**src/rtl/bale_pkg.sv**
```systemverilog
package bale_pkg;

	localparam int Depth = 64;
	localparam int AW = $clog2(Depth);
	localparam int CW = $clog2(Depth + 1);

	localparam logic [3:0] OP_PUSH    = 4'd0;
	localparam logic [3:0] OP_POP     = 4'd1;
	localparam logic [3:0] OP_INSERT  = 4'd2;
	localparam logic [3:0] OP_READ    = 4'd3;
	localparam logic [3:0] OP_FIND    = 4'd4;
	localparam logic [3:0] OP_SORT    = 4'd5;
	localparam logic [3:0] OP_REVERSE = 4'd6;
	localparam logic [3:0] OP_UNIQUE  = 4'd7;
	localparam logic [3:0] OP_CLEAR   = 4'd8;
	localparam logic [3:0] OP_FRONT   = 4'd9;
	localparam logic [3:0] OP_BACK    = 4'd10;

	localparam logic [2:0] ST_OK       = 3'd0;
	localparam logic [2:0] ST_BADPOS   = 3'd1;
	localparam logic [2:0] ST_EMPTY    = 3'd2;
	localparam logic [2:0] ST_FULL     = 3'd3;
	localparam logic [2:0] ST_NOTFOUND = 3'd4;

	// memory access commands from the controller
	typedef struct packed {
		logic          rd_en;
		logic [AW-1:0] rd_addr;
		logic          wr_en;
		logic [AW-1:0] wr_addr;
		logic          wr_sel_in;   // write item value instead of read data
	} bale_cmd_t;

	typedef struct packed {
		logic [31:0] rd_data;
	} bale_sts_t;

endpackage

```
**src/rtl/bale_datapath.sv**
```systemverilog
module bale_datapath
	import bale_pkg::*;
(
	input  logic        clk,
	input  bale_cmd_t   cmd,
	input  logic [31:0] wr_item,
	input  logic [31:0] wr_data,
	output bale_sts_t   sts
);

	logic [31:0] mem [Depth];
	logic [31:0] rd_q;

	always_ff @(posedge clk) begin
		if (cmd.wr_en) begin
			mem[cmd.wr_addr] <= cmd.wr_sel_in ? wr_item : wr_data;
		end
		if (cmd.rd_en) begin
			rd_q <= mem[cmd.rd_addr];
		end
	end

	assign sts.rd_data = rd_q;

endmodule

```
**src/rtl/bale_ctrl.sv**
```systemverilog
module bale_ctrl
	import bale_pkg::*;
(
	input  logic        clk,
	input  logic        arst_n,
	input  logic        in_valid,
	output logic        in_ready,
	input  logic [3:0]  opcode,
	input  logic [6:0]  position,
	input  logic [31:0] item_value,
	output logic        out_valid,
	input  logic        out_ready,
	output logic [2:0]  status,
	output logic [31:0] read_value,
	output logic [6:0]  found_position,
	output logic [6:0]  element_count,
	output logic        is_empty,
	output bale_cmd_t   cmd,
	output logic [31:0] wr_item,
	output logic [31:0] wr_data,
	input  bale_sts_t   sts
);

	typedef enum logic [10:0] {
		S_IDLE = 11'b00000000001,
		S_RD   = 11'b00000000010, // single read: issue, then capture
		S_INS  = 11'b00000000100, // insert shift: read i-1, write i
		S_FND  = 11'b00000001000,
		S_SRA  = 11'b00000010000, // sort: read j
		S_SRB  = 11'b00000100000, // sort: read j+1
		S_SRC  = 11'b00001000000, // compare, write lower on swap
		S_SWP  = 11'b00010000000, // write upper on swap
		S_REV  = 11'b00100000000,
		S_UNQ  = 11'b01000000000,
		S_OUT  = 11'b10000000000
	} state_t;

	state_t        state_q, state_d;
	logic [3:0]    op_q, op_d;
	logic [CW-1:0] pos_q, pos_d, cnt_q, cnt_d, i_q, i_d, j_q, j_d;
	logic [CW-1:0] lim_q, lim_d, w_q, w_d;
	logic [31:0]   val_q, val_d, a_q, a_d;
	logic [1:0]    ph_q, ph_d;   // sub-phase within a state
	logic [2:0]    st_q, st_d;
	logic [31:0]   rv_q, rv_d;
	logic [6:0]    fp_q, fp_d;
	logic          swap_need, pass_end, last_pass, keep;

	assign in_ready  = (state_q == S_IDLE);
	assign out_valid = (state_q == S_OUT);
	assign status = st_q;
	assign read_value = rv_q;
	assign found_position = fp_q;
	assign element_count = 7'(cnt_q);
	assign is_empty = (cnt_q == '0);
	assign wr_item = val_q;

	assign swap_need = ($signed(sts.rd_data) < $signed(a_q));
	assign pass_end  = (j_q + 1'b1 >= lim_q);
	assign last_pass = (lim_q <= CW'(1));
	assign keep      = (i_q != '0) && (sts.rd_data != a_q);

	function automatic logic [AW-1:0] ad(input logic [CW-1:0] x);
		return x[AW-1:0];
	endfunction

	always_comb begin
		cmd = '0;
		wr_data = sts.rd_data;
		unique case (state_q)
			S_RD: begin
				cmd.rd_en = !ph_q[0];
				cmd.rd_addr = ad(pos_q);
			end
			S_INS: begin
				if (!ph_q[0]) begin
					cmd.rd_en = (i_q > pos_q);
					cmd.rd_addr = ad(i_q - 1'b1);
				end else begin
					cmd.wr_en = 1'b1;
					cmd.wr_addr = ad(i_q);
					cmd.wr_sel_in = (i_q == pos_q);
				end
			end
			S_FND: begin
				cmd.rd_en = !ph_q[0];
				cmd.rd_addr = ad(i_q);
			end
			S_SRA: begin
				cmd.rd_en = 1'b1;
				cmd.rd_addr = ad(j_q);
			end
			S_SRB: begin
				cmd.rd_en = 1'b1;
				cmd.rd_addr = ad(j_q + 1'b1);
			end
			S_SRC: begin
				cmd.wr_en = swap_need;
				cmd.wr_addr = ad(j_q);
			end
			S_SWP: begin
				cmd.wr_en = 1'b1;
				cmd.wr_addr = ad(j_q + 1'b1);
				wr_data = a_q;
			end
			S_REV: begin
				// phases: 0 read lo, 1 read hi, 2 write lo, 3 write hi
				unique case (ph_q)
					2'd0: begin
						cmd.rd_en = 1'b1;
						cmd.rd_addr = ad(i_q);
					end
					2'd1: begin
						cmd.rd_en = 1'b1;
						cmd.rd_addr = ad(j_q);
					end
					2'd2: begin
						cmd.wr_en = 1'b1;
						cmd.wr_addr = ad(i_q);
					end
					default: begin
						cmd.wr_en = 1'b1;
						cmd.wr_addr = ad(j_q);
						wr_data = a_q;
					end
				endcase
			end
			S_UNQ: begin
				if (!ph_q[0]) begin
					cmd.rd_en = 1'b1;
					cmd.rd_addr = ad(i_q);
				end else begin
					cmd.wr_en = keep;
					cmd.wr_addr = ad(w_q);
				end
			end
			default: ;
		endcase
	end

	always_comb begin
		state_d = state_q;
		op_d = op_q;
		pos_d = pos_q;
		cnt_d = cnt_q;
		i_d = i_q;
		j_d = j_q;
		lim_d = lim_q;
		w_d = w_q;
		val_d = val_q;
		a_d = a_q;
		ph_d = ph_q;
		st_d = st_q;
		rv_d = rv_q;
		fp_d = fp_q;
		unique case (state_q)
			S_IDLE: begin
				if (in_valid) begin
					op_d = opcode;
					pos_d = CW'(position);
					val_d = item_value;
					st_d = ST_OK;
					rv_d = '0;
					fp_d = '1;
					ph_d = '0;
					state_d = S_OUT;
					unique case (opcode)
						OP_PUSH: begin
							if (cnt_q >= CW'(Depth)) st_d = ST_FULL;
							else begin
								// write phase straight away at the end
								pos_d = cnt_q;
								i_d = cnt_q;
								ph_d = 2'd1;
								state_d = S_INS;
							end
						end
						OP_POP: begin
							if (cnt_q == '0) st_d = ST_EMPTY;
							else cnt_d = cnt_q - 1'b1;
						end
						OP_INSERT: begin
							if (CW'(position) > cnt_q) st_d = ST_BADPOS;
							else if (cnt_q >= CW'(Depth)) st_d = ST_FULL;
							else begin
								i_d = cnt_q;
								state_d = S_INS;
							end
						end
						OP_READ: begin
							if (CW'(position) >= cnt_q) begin
								st_d = ST_BADPOS;
								rv_d = '1;
							end else state_d = S_RD;
						end
						OP_FRONT, OP_BACK: begin
							if (cnt_q == '0) begin
								st_d = ST_EMPTY;
								rv_d = '1;
							end else begin
								pos_d = (opcode == OP_FRONT) ? '0 : cnt_q - 1'b1;
								state_d = S_RD;
							end
						end
						OP_FIND: begin
							st_d = ST_NOTFOUND;
							i_d = '0;
							if (cnt_q != '0) state_d = S_FND;
						end
						OP_SORT, OP_UNIQUE: begin
							j_d = '0;
							lim_d = cnt_q - 1'b1;
							if (cnt_q >= CW'(2)) state_d = S_SRA;
						end
						OP_REVERSE: begin
							i_d = '0;
							j_d = cnt_q - 1'b1;
							if (cnt_q >= CW'(2)) state_d = S_REV;
						end
						OP_CLEAR: cnt_d = '0;
						default: ;
					endcase
				end
			end
			S_RD: begin
				if (!ph_q[0]) ph_d = 2'd1;
				else begin
					rv_d = sts.rd_data;
					state_d = S_OUT;
				end
			end
			S_INS: begin
				if (!ph_q[0]) ph_d = 2'd1;
				else begin
					ph_d = '0;
					if (i_q == pos_q) begin
						cnt_d = cnt_q + 1'b1;
						state_d = S_OUT;
					end else i_d = i_q - 1'b1;
				end
			end
			S_FND: begin
				if (!ph_q[0]) ph_d = 2'd1;
				else begin
					ph_d = '0;
					if (sts.rd_data == val_q) begin
						st_d = ST_OK;
						fp_d = 7'(i_q);
						state_d = S_OUT;
					end else if (i_q + 1'b1 >= cnt_q) state_d = S_OUT;
					else i_d = i_q + 1'b1;
				end
			end
			S_SRA: state_d = S_SRB;
			S_SRB: begin
				a_d = sts.rd_data;
				state_d = S_SRC;
			end
			S_SRC, S_SWP: begin
				if (state_q == S_SRC && swap_need) state_d = S_SWP;
				else if (!pass_end) begin
					j_d = j_q + 1'b1;
					state_d = S_SRA;
				end else if (!last_pass) begin
					lim_d = lim_q - 1'b1;
					j_d = '0;
					state_d = S_SRA;
				end else if (op_q == OP_UNIQUE) begin
					i_d = '0;
					w_d = CW'(1);
					ph_d = '0;
					state_d = S_UNQ;
				end else state_d = S_OUT;
			end
			S_REV: begin
				unique case (ph_q)
					2'd0: ph_d = 2'd1;
					2'd1: begin
						a_d = sts.rd_data;
						ph_d = 2'd2;
					end
					2'd2: ph_d = 2'd3;
					default: begin
						ph_d = '0;
						i_d = i_q + 1'b1;
						j_d = j_q - 1'b1;
						if (i_q + 1'b1 >= j_q - 1'b1) state_d = S_OUT;
					end
				endcase
			end
			S_UNQ: begin
				// a_q holds the previous element of the sorted list
				if (!ph_q[0]) ph_d = 2'd1;
				else begin
					ph_d = '0;
					if (i_q == '0 || keep) a_d = sts.rd_data;
					if (keep) w_d = w_q + 1'b1;
					if (i_q + 1'b1 >= cnt_q) begin
						cnt_d = keep ? w_q + 1'b1 : w_q;
						state_d = S_OUT;
					end else i_d = i_q + 1'b1;
				end
			end
			S_OUT: begin
				if (out_ready) state_d = S_IDLE;
			end
			default: state_d = S_IDLE;
		endcase
	end

	always_ff @(posedge clk or negedge arst_n) begin
		if (!arst_n) begin
			state_q <= S_IDLE;
			op_q <= '0;
			pos_q <= '0;
			cnt_q <= '0;
			i_q <= '0;
			j_q <= '0;
			lim_q <= '0;
			w_q <= '0;
			val_q <= '0;
			a_q <= '0;
			ph_q <= '0;
			st_q <= '0;
			rv_q <= '0;
			fp_q <= '0;
		end else begin
			state_q <= state_d;
			op_q <= op_d;
			pos_q <= pos_d;
			cnt_q <= cnt_d;
			i_q <= i_d;
			j_q <= j_d;
			lim_q <= lim_d;
			w_q <= w_d;
			val_q <= val_d;
			a_q <= a_d;
			ph_q <= ph_d;
			st_q <= st_d;
			rv_q <= rv_d;
			fp_q <= fp_d;
		end
	end

endmodule

```
**src/rtl/bounded_array_list_engine.sv**
```systemverilog
// channel | signals                                   | role
// in      | in_valid, in_ready, opcode, position,     | one operation word
//         | item_value                                |
// out     | out_valid, out_ready, status, read_value, | one result word per operation
//         | found_position, element_count, is_empty   |
// pop, clear, errors and unused codes skip the memory; push writes one entry;
// read/front/back read one; insert shifts entries up one by one, find walks from the front,
// reverse swaps pairs from both ends, sort is a signed ascending bubble sort;
// unique sorts, then keeps each element that differs from the one before
// arst_n clears count and controller; memory holds no reset
// one operation at a time: in_ready is low until the result word is taken
module bounded_array_list_engine
	import bale_pkg::*;
(
	input  logic        clk,
	input  logic        arst_n,
	input  logic        in_valid,
	output logic        in_ready,
	input  logic [3:0]  opcode,
	input  logic [6:0]  position,
	input  logic [31:0] item_value,
	output logic        out_valid,
	input  logic        out_ready,
	output logic [2:0]  status,
	output logic [31:0] read_value,
	output logic [6:0]  found_position,
	output logic [6:0]  element_count,
	output logic        is_empty
);

	bale_cmd_t   cmd;
	bale_sts_t   sts;
	logic [31:0] wr_item, wr_data;

	// controller: sequencing and result word
	bale_ctrl u_ctrl (
		.clk, .arst_n, .in_valid, .in_ready, .opcode, .position, .item_value,
		.out_valid, .out_ready, .status, .read_value, .found_position,
		.element_count, .is_empty, .cmd, .wr_item, .wr_data, .sts
	);

	// datapath: element memory
	bale_datapath u_dp (
		.clk, .cmd, .wr_item, .wr_data, .sts
	);

	// never ready and valid at once
	assert property (@(posedge clk) disable iff (!arst_n) !(in_ready && out_valid))
		else $error("ready while result pending");

	// count stays within capacity
	assert property (@(posedge clk) disable iff (!arst_n) element_count <= 7'(Depth))
		else $error("count above capacity");

	// empty flag tracks count
	assert property (@(posedge clk) disable iff (!arst_n)
		out_valid |-> (is_empty == (element_count == 7'd0)))
		else $error("empty flag mismatch");

endmodule

```
**config.mk**
```make
export PLATFORM = sky130hd
export DESIGN_NAME = bounded_array_list_engine
export DESIGN_NICKNAME = d
export VERILOG_FILES = /design/src/rtl/bale_pkg.sv /design/src/rtl/bale_datapath.sv /design/src/rtl/bale_ctrl.sv /design/src/rtl/bounded_array_list_engine.sv
export SDC_FILE = /design/constraint.sdc
export NUM_CORES = 2
export LEC_CHECK = 0
export BUFFER_PORTS_ARGS = -buffer_cell sky130_fd_sc_hd__buf_2
export CORE_ASPECT_RATIO = 1.1
export CORE_MARGIN = 2
export CORE_UTILIZATION = 30
export CTS_BUF_LIST = sky130_fd_sc_hd__clkbuf_2 sky130_fd_sc_hd__clkbuf_4 sky130_fd_sc_hd__clkbuf_8
export DETAILED_ROUTE_END_ITERATION = 8
export SYNTH_ARGS = -nofsm -noshare
export SYNTH_HDL_FRONTEND = slang
export SYNTH_SLANG_ARGS = --single-unit
```
**constraint.sdc**
```tcl
create_clock -name clk -period 11.6 [get_ports clk]
set_input_delay 2.32 -clock clk [delete_from_list [all_inputs] [get_ports clk]]
set_output_delay 2.32 -clock clk [all_outputs]
set_load 0.01 [all_outputs]
```
==> out/metrics.yaml <==
syn_nets: 6979
drc: 0
gp_congestion: 0.905
hold_buffers: 0
power_uw: 20800
clk_pin_slew_worst_paths_ps: 60
synth-edff-count: 2080
synth.avg_cell_area_sq_um: 13.6
design_area_sq_mm: 0.107
cts_tree: "yes"
via_per_inst: 5.35
clock-sinks: 2245
place_inst: 10833
synthFlopType: "edfxtp_1"
netSwitchingFraction: 0.312
cts_setup_buffers: 0
yosys-top-cells-count: "2080 x edfxtp_1, 1473 x nand2_1, 327 x nand3_1"
nNetsFinal: 7245
syn_area_sq_mm: 0.0929
antenna_found_initial: 11
tns_ps: 0
crit_chain: "clkinv_1, ha_1, inv_1, o21ai_0, a222oi_1, buf_12, and2_4, buf_4, nand2b_2, buf_4, a211oi_1, a221o_1, o31ai_1, a211oi_1, nor3_1"
drive_gt1_frac: 0.162
grt_usage: 0.182
finalHoldViolations: 0
peakVddDrop_mv: 0.152
synth.most_common_cell: "edfxtp_1"
dp_hpwl_um: 169000
vias: 61517
final_cells: 11498
path_class: "reg2reg"
p_seq_frac: 0.462
grt_pass1_wl_um: 423000
ys_seq_elements: 2245
p_per_area_mw_per_mm2: 195
post-route-util: 0.347
r2r_setup_slack_ps: 4200
rsz0062_at_grt: "no"
placementRows: 214
crit_path_end_kind: "flip-flop"
drtIter0Drc: 8192
pin_count: 99
wl_per_cell_um: 25.8
die_height_um: 588
path_max_fanout: 93
place_area_sq_mm: 0.0998
io_buffers: 98
cts_resized: 0
final_antenna_net_count: 0
synth.distinct_cells: 80
switching_power_uw: 6490
worstSkewPairLatency_ps: 1100
slew_viol_final: 0
core_area_sq_mm: 0.308
hp-class: "reg2reg"
outcome: "completed"
clockBufferDepth: 4
critPathRequiredTime_ps: 12310
syn_to_final_growth_pct: 15.2
async_flop_share: 0.0735
dieArea_sq_mm: 0.314
drt_wl_total_um: 296000
pwr-share-comb: 0.205
synth_top_area_share: 0.672
internal_power_uw: 14300
clkPwrFrac: 0.333
htreeDepth: 5
finClkSkew_ps: 141
slew_headroom: 0.0488
tightest_slew_ps: 1420
max_freq_ghz: 0.135
postSynthCellCount: 6849
cap_violations: 0
drt_pass1_iterations: 6
yosys.area.top_type: "edfxtp_1"
grt_pass1_vias: 59450
arrival_ps: 8110
slowest_delay_ps: 1000
yosys-top-cells-area: "edfxtp_1 67%, nand2_1 6.0%, dfrtp_1 4.4%, mux2i_1 2.4%, nand3_1 1.8%"
grt_max_degree: 144
ys_seq_area_frac: 0.717
cts_root_buf: "clkbuf_8"
initial_utilization: 0.301
leakagePower_uw: 0.0361
setup_viol: 0
start_kind: "flip-flop"
min_period_ps: 7400
overflow: 0
cts_made_buffers: 382
period_share: 0.638
die_w_um: 535
yosys_warnings: 0
critPathSlowestCell: "a211oi_1"
-- final cells by class --
class	count	area [sq um]
Multi-Input combinational cell	4080	25400
Tap cell	4104	5130
Clock buffer	534	6480
Fill cell	29700	201000
Timing Repair Buffer	319	2290
Sequential cell	2245	66600
Antenna cell	9	22.5
Clock inverter	120	768
Inverter	87	327
-- worst max-delay path, delay by kind of cell, from the launching register on --
kind            cells  cell delay, ps
compound gates      6            2370
flops               1             810
buf+inv             5            2220
simple gates        3            1080
fa+ha+maj           1             420
-- routing by layer --
layer,vias to the layer above,global-route usage,part of all wire
li1,26386,-,-
met1,31107,0.245,0.40
met2,3455,0.290,0.46
met3,567,0.0343,0.10
met4,2,0.0726,0.039
met5,-,0,0.000057
-- kinds of logic (layout without fill, tap and decap cells) --
family                     Yosys count  after routing  synth area share
AOI/OAI and AO/OA                 1121           1121            0.0806
xor gates and xnor gates            64             64           0.00603
adders and majority gates           83             83            0.0112
buffers and inverters              524           1060            0.0231
DFF                               2245           2245             0.717
muxes                              326            326            0.0444
other                                0              9                 0
and+or+nand+nor                   2486           2486             0.118
-- flip-flops by register name (all words and copies together) (netlist names) --
register               count
u_ctrl.read_value         32
u_dp.sts                  32
u_ctrl.found_position      7
u_ctrl.op_q                4
u_ctrl.i_q                 7
u_dp.mem                2048
u_ctrl.wr_item            32
u_ctrl.lim_q               7
u_ctrl.ph_q                2
u_ctrl.state_q            11
u_ctrl.a_q                32
u_ctrl.j_q                 7
u_ctrl.w_q                 7
u_ctrl.status              3
u_ctrl.element_count       7
u_ctrl.pos_q               7
-- through the flow --
| stage | setup slack [ps] | hold slack [ps] |
|---|---|---|
| 5_1_grt | 3860 | 514 |
| 3_5_place_dp | 4350 | 477 |
| 4_1_cts | 4340 | 489 |
| 6_report | 4200 | 487 |
| 2_1_floorplan | 5720 | 439 |
| 3_3_place_gp | 3020 | 453 |
-- power by group through the flow --
stage / Clock, uW / Sequential, uW / Combinational, uW
global placement: 0 / 9770 / 4080
CTS: 7020 / 9620 / 4220
floorplan: 0 / 9670 / 2580
finish: 6940 / 9630 / 4270
detailed placement: 0 / 9780 / 4210
global route: 7360 / 9650 / 4580
-- cells in the final DEF, fill, tap and decap left out, types with 140 or more instances in the layout --
cell type	Yosys	final
clkbuf_8	0	395
nor2_1	243	165
a31oi_1	147	147
edfxtp_1	2080	2080
a21oi_1	322	320
clkbuf_4	2	140
nand3_1	327	326
mux2i_1	225	225
buf_4	7	203
dfrtp_1	164	164
a211oi_1	206	203
nand2_1	1473	1467
-- final timing paths --
path | from | end | cells past startpoint
worst max register to register | u_ctrl.ph_q[0] | u_dp.sts[12] | 15
worst max-delay path | u_ctrl.ph_q[0] | u_dp.sts[12] | 15
worst min register to register | u_ctrl.pos_q[3] | u_ctrl.pos_q[3] | 2
max in group asynchronous | arst_n | u_ctrl.lim_q[3] | 2
min in group asynchronous | arst_n | u_ctrl.found_position[5] | 1
worst min-delay path | u_ctrl.pos_q[3] | u_ctrl.pos_q[3] | 2
Power figures use the tool's default switching activity.
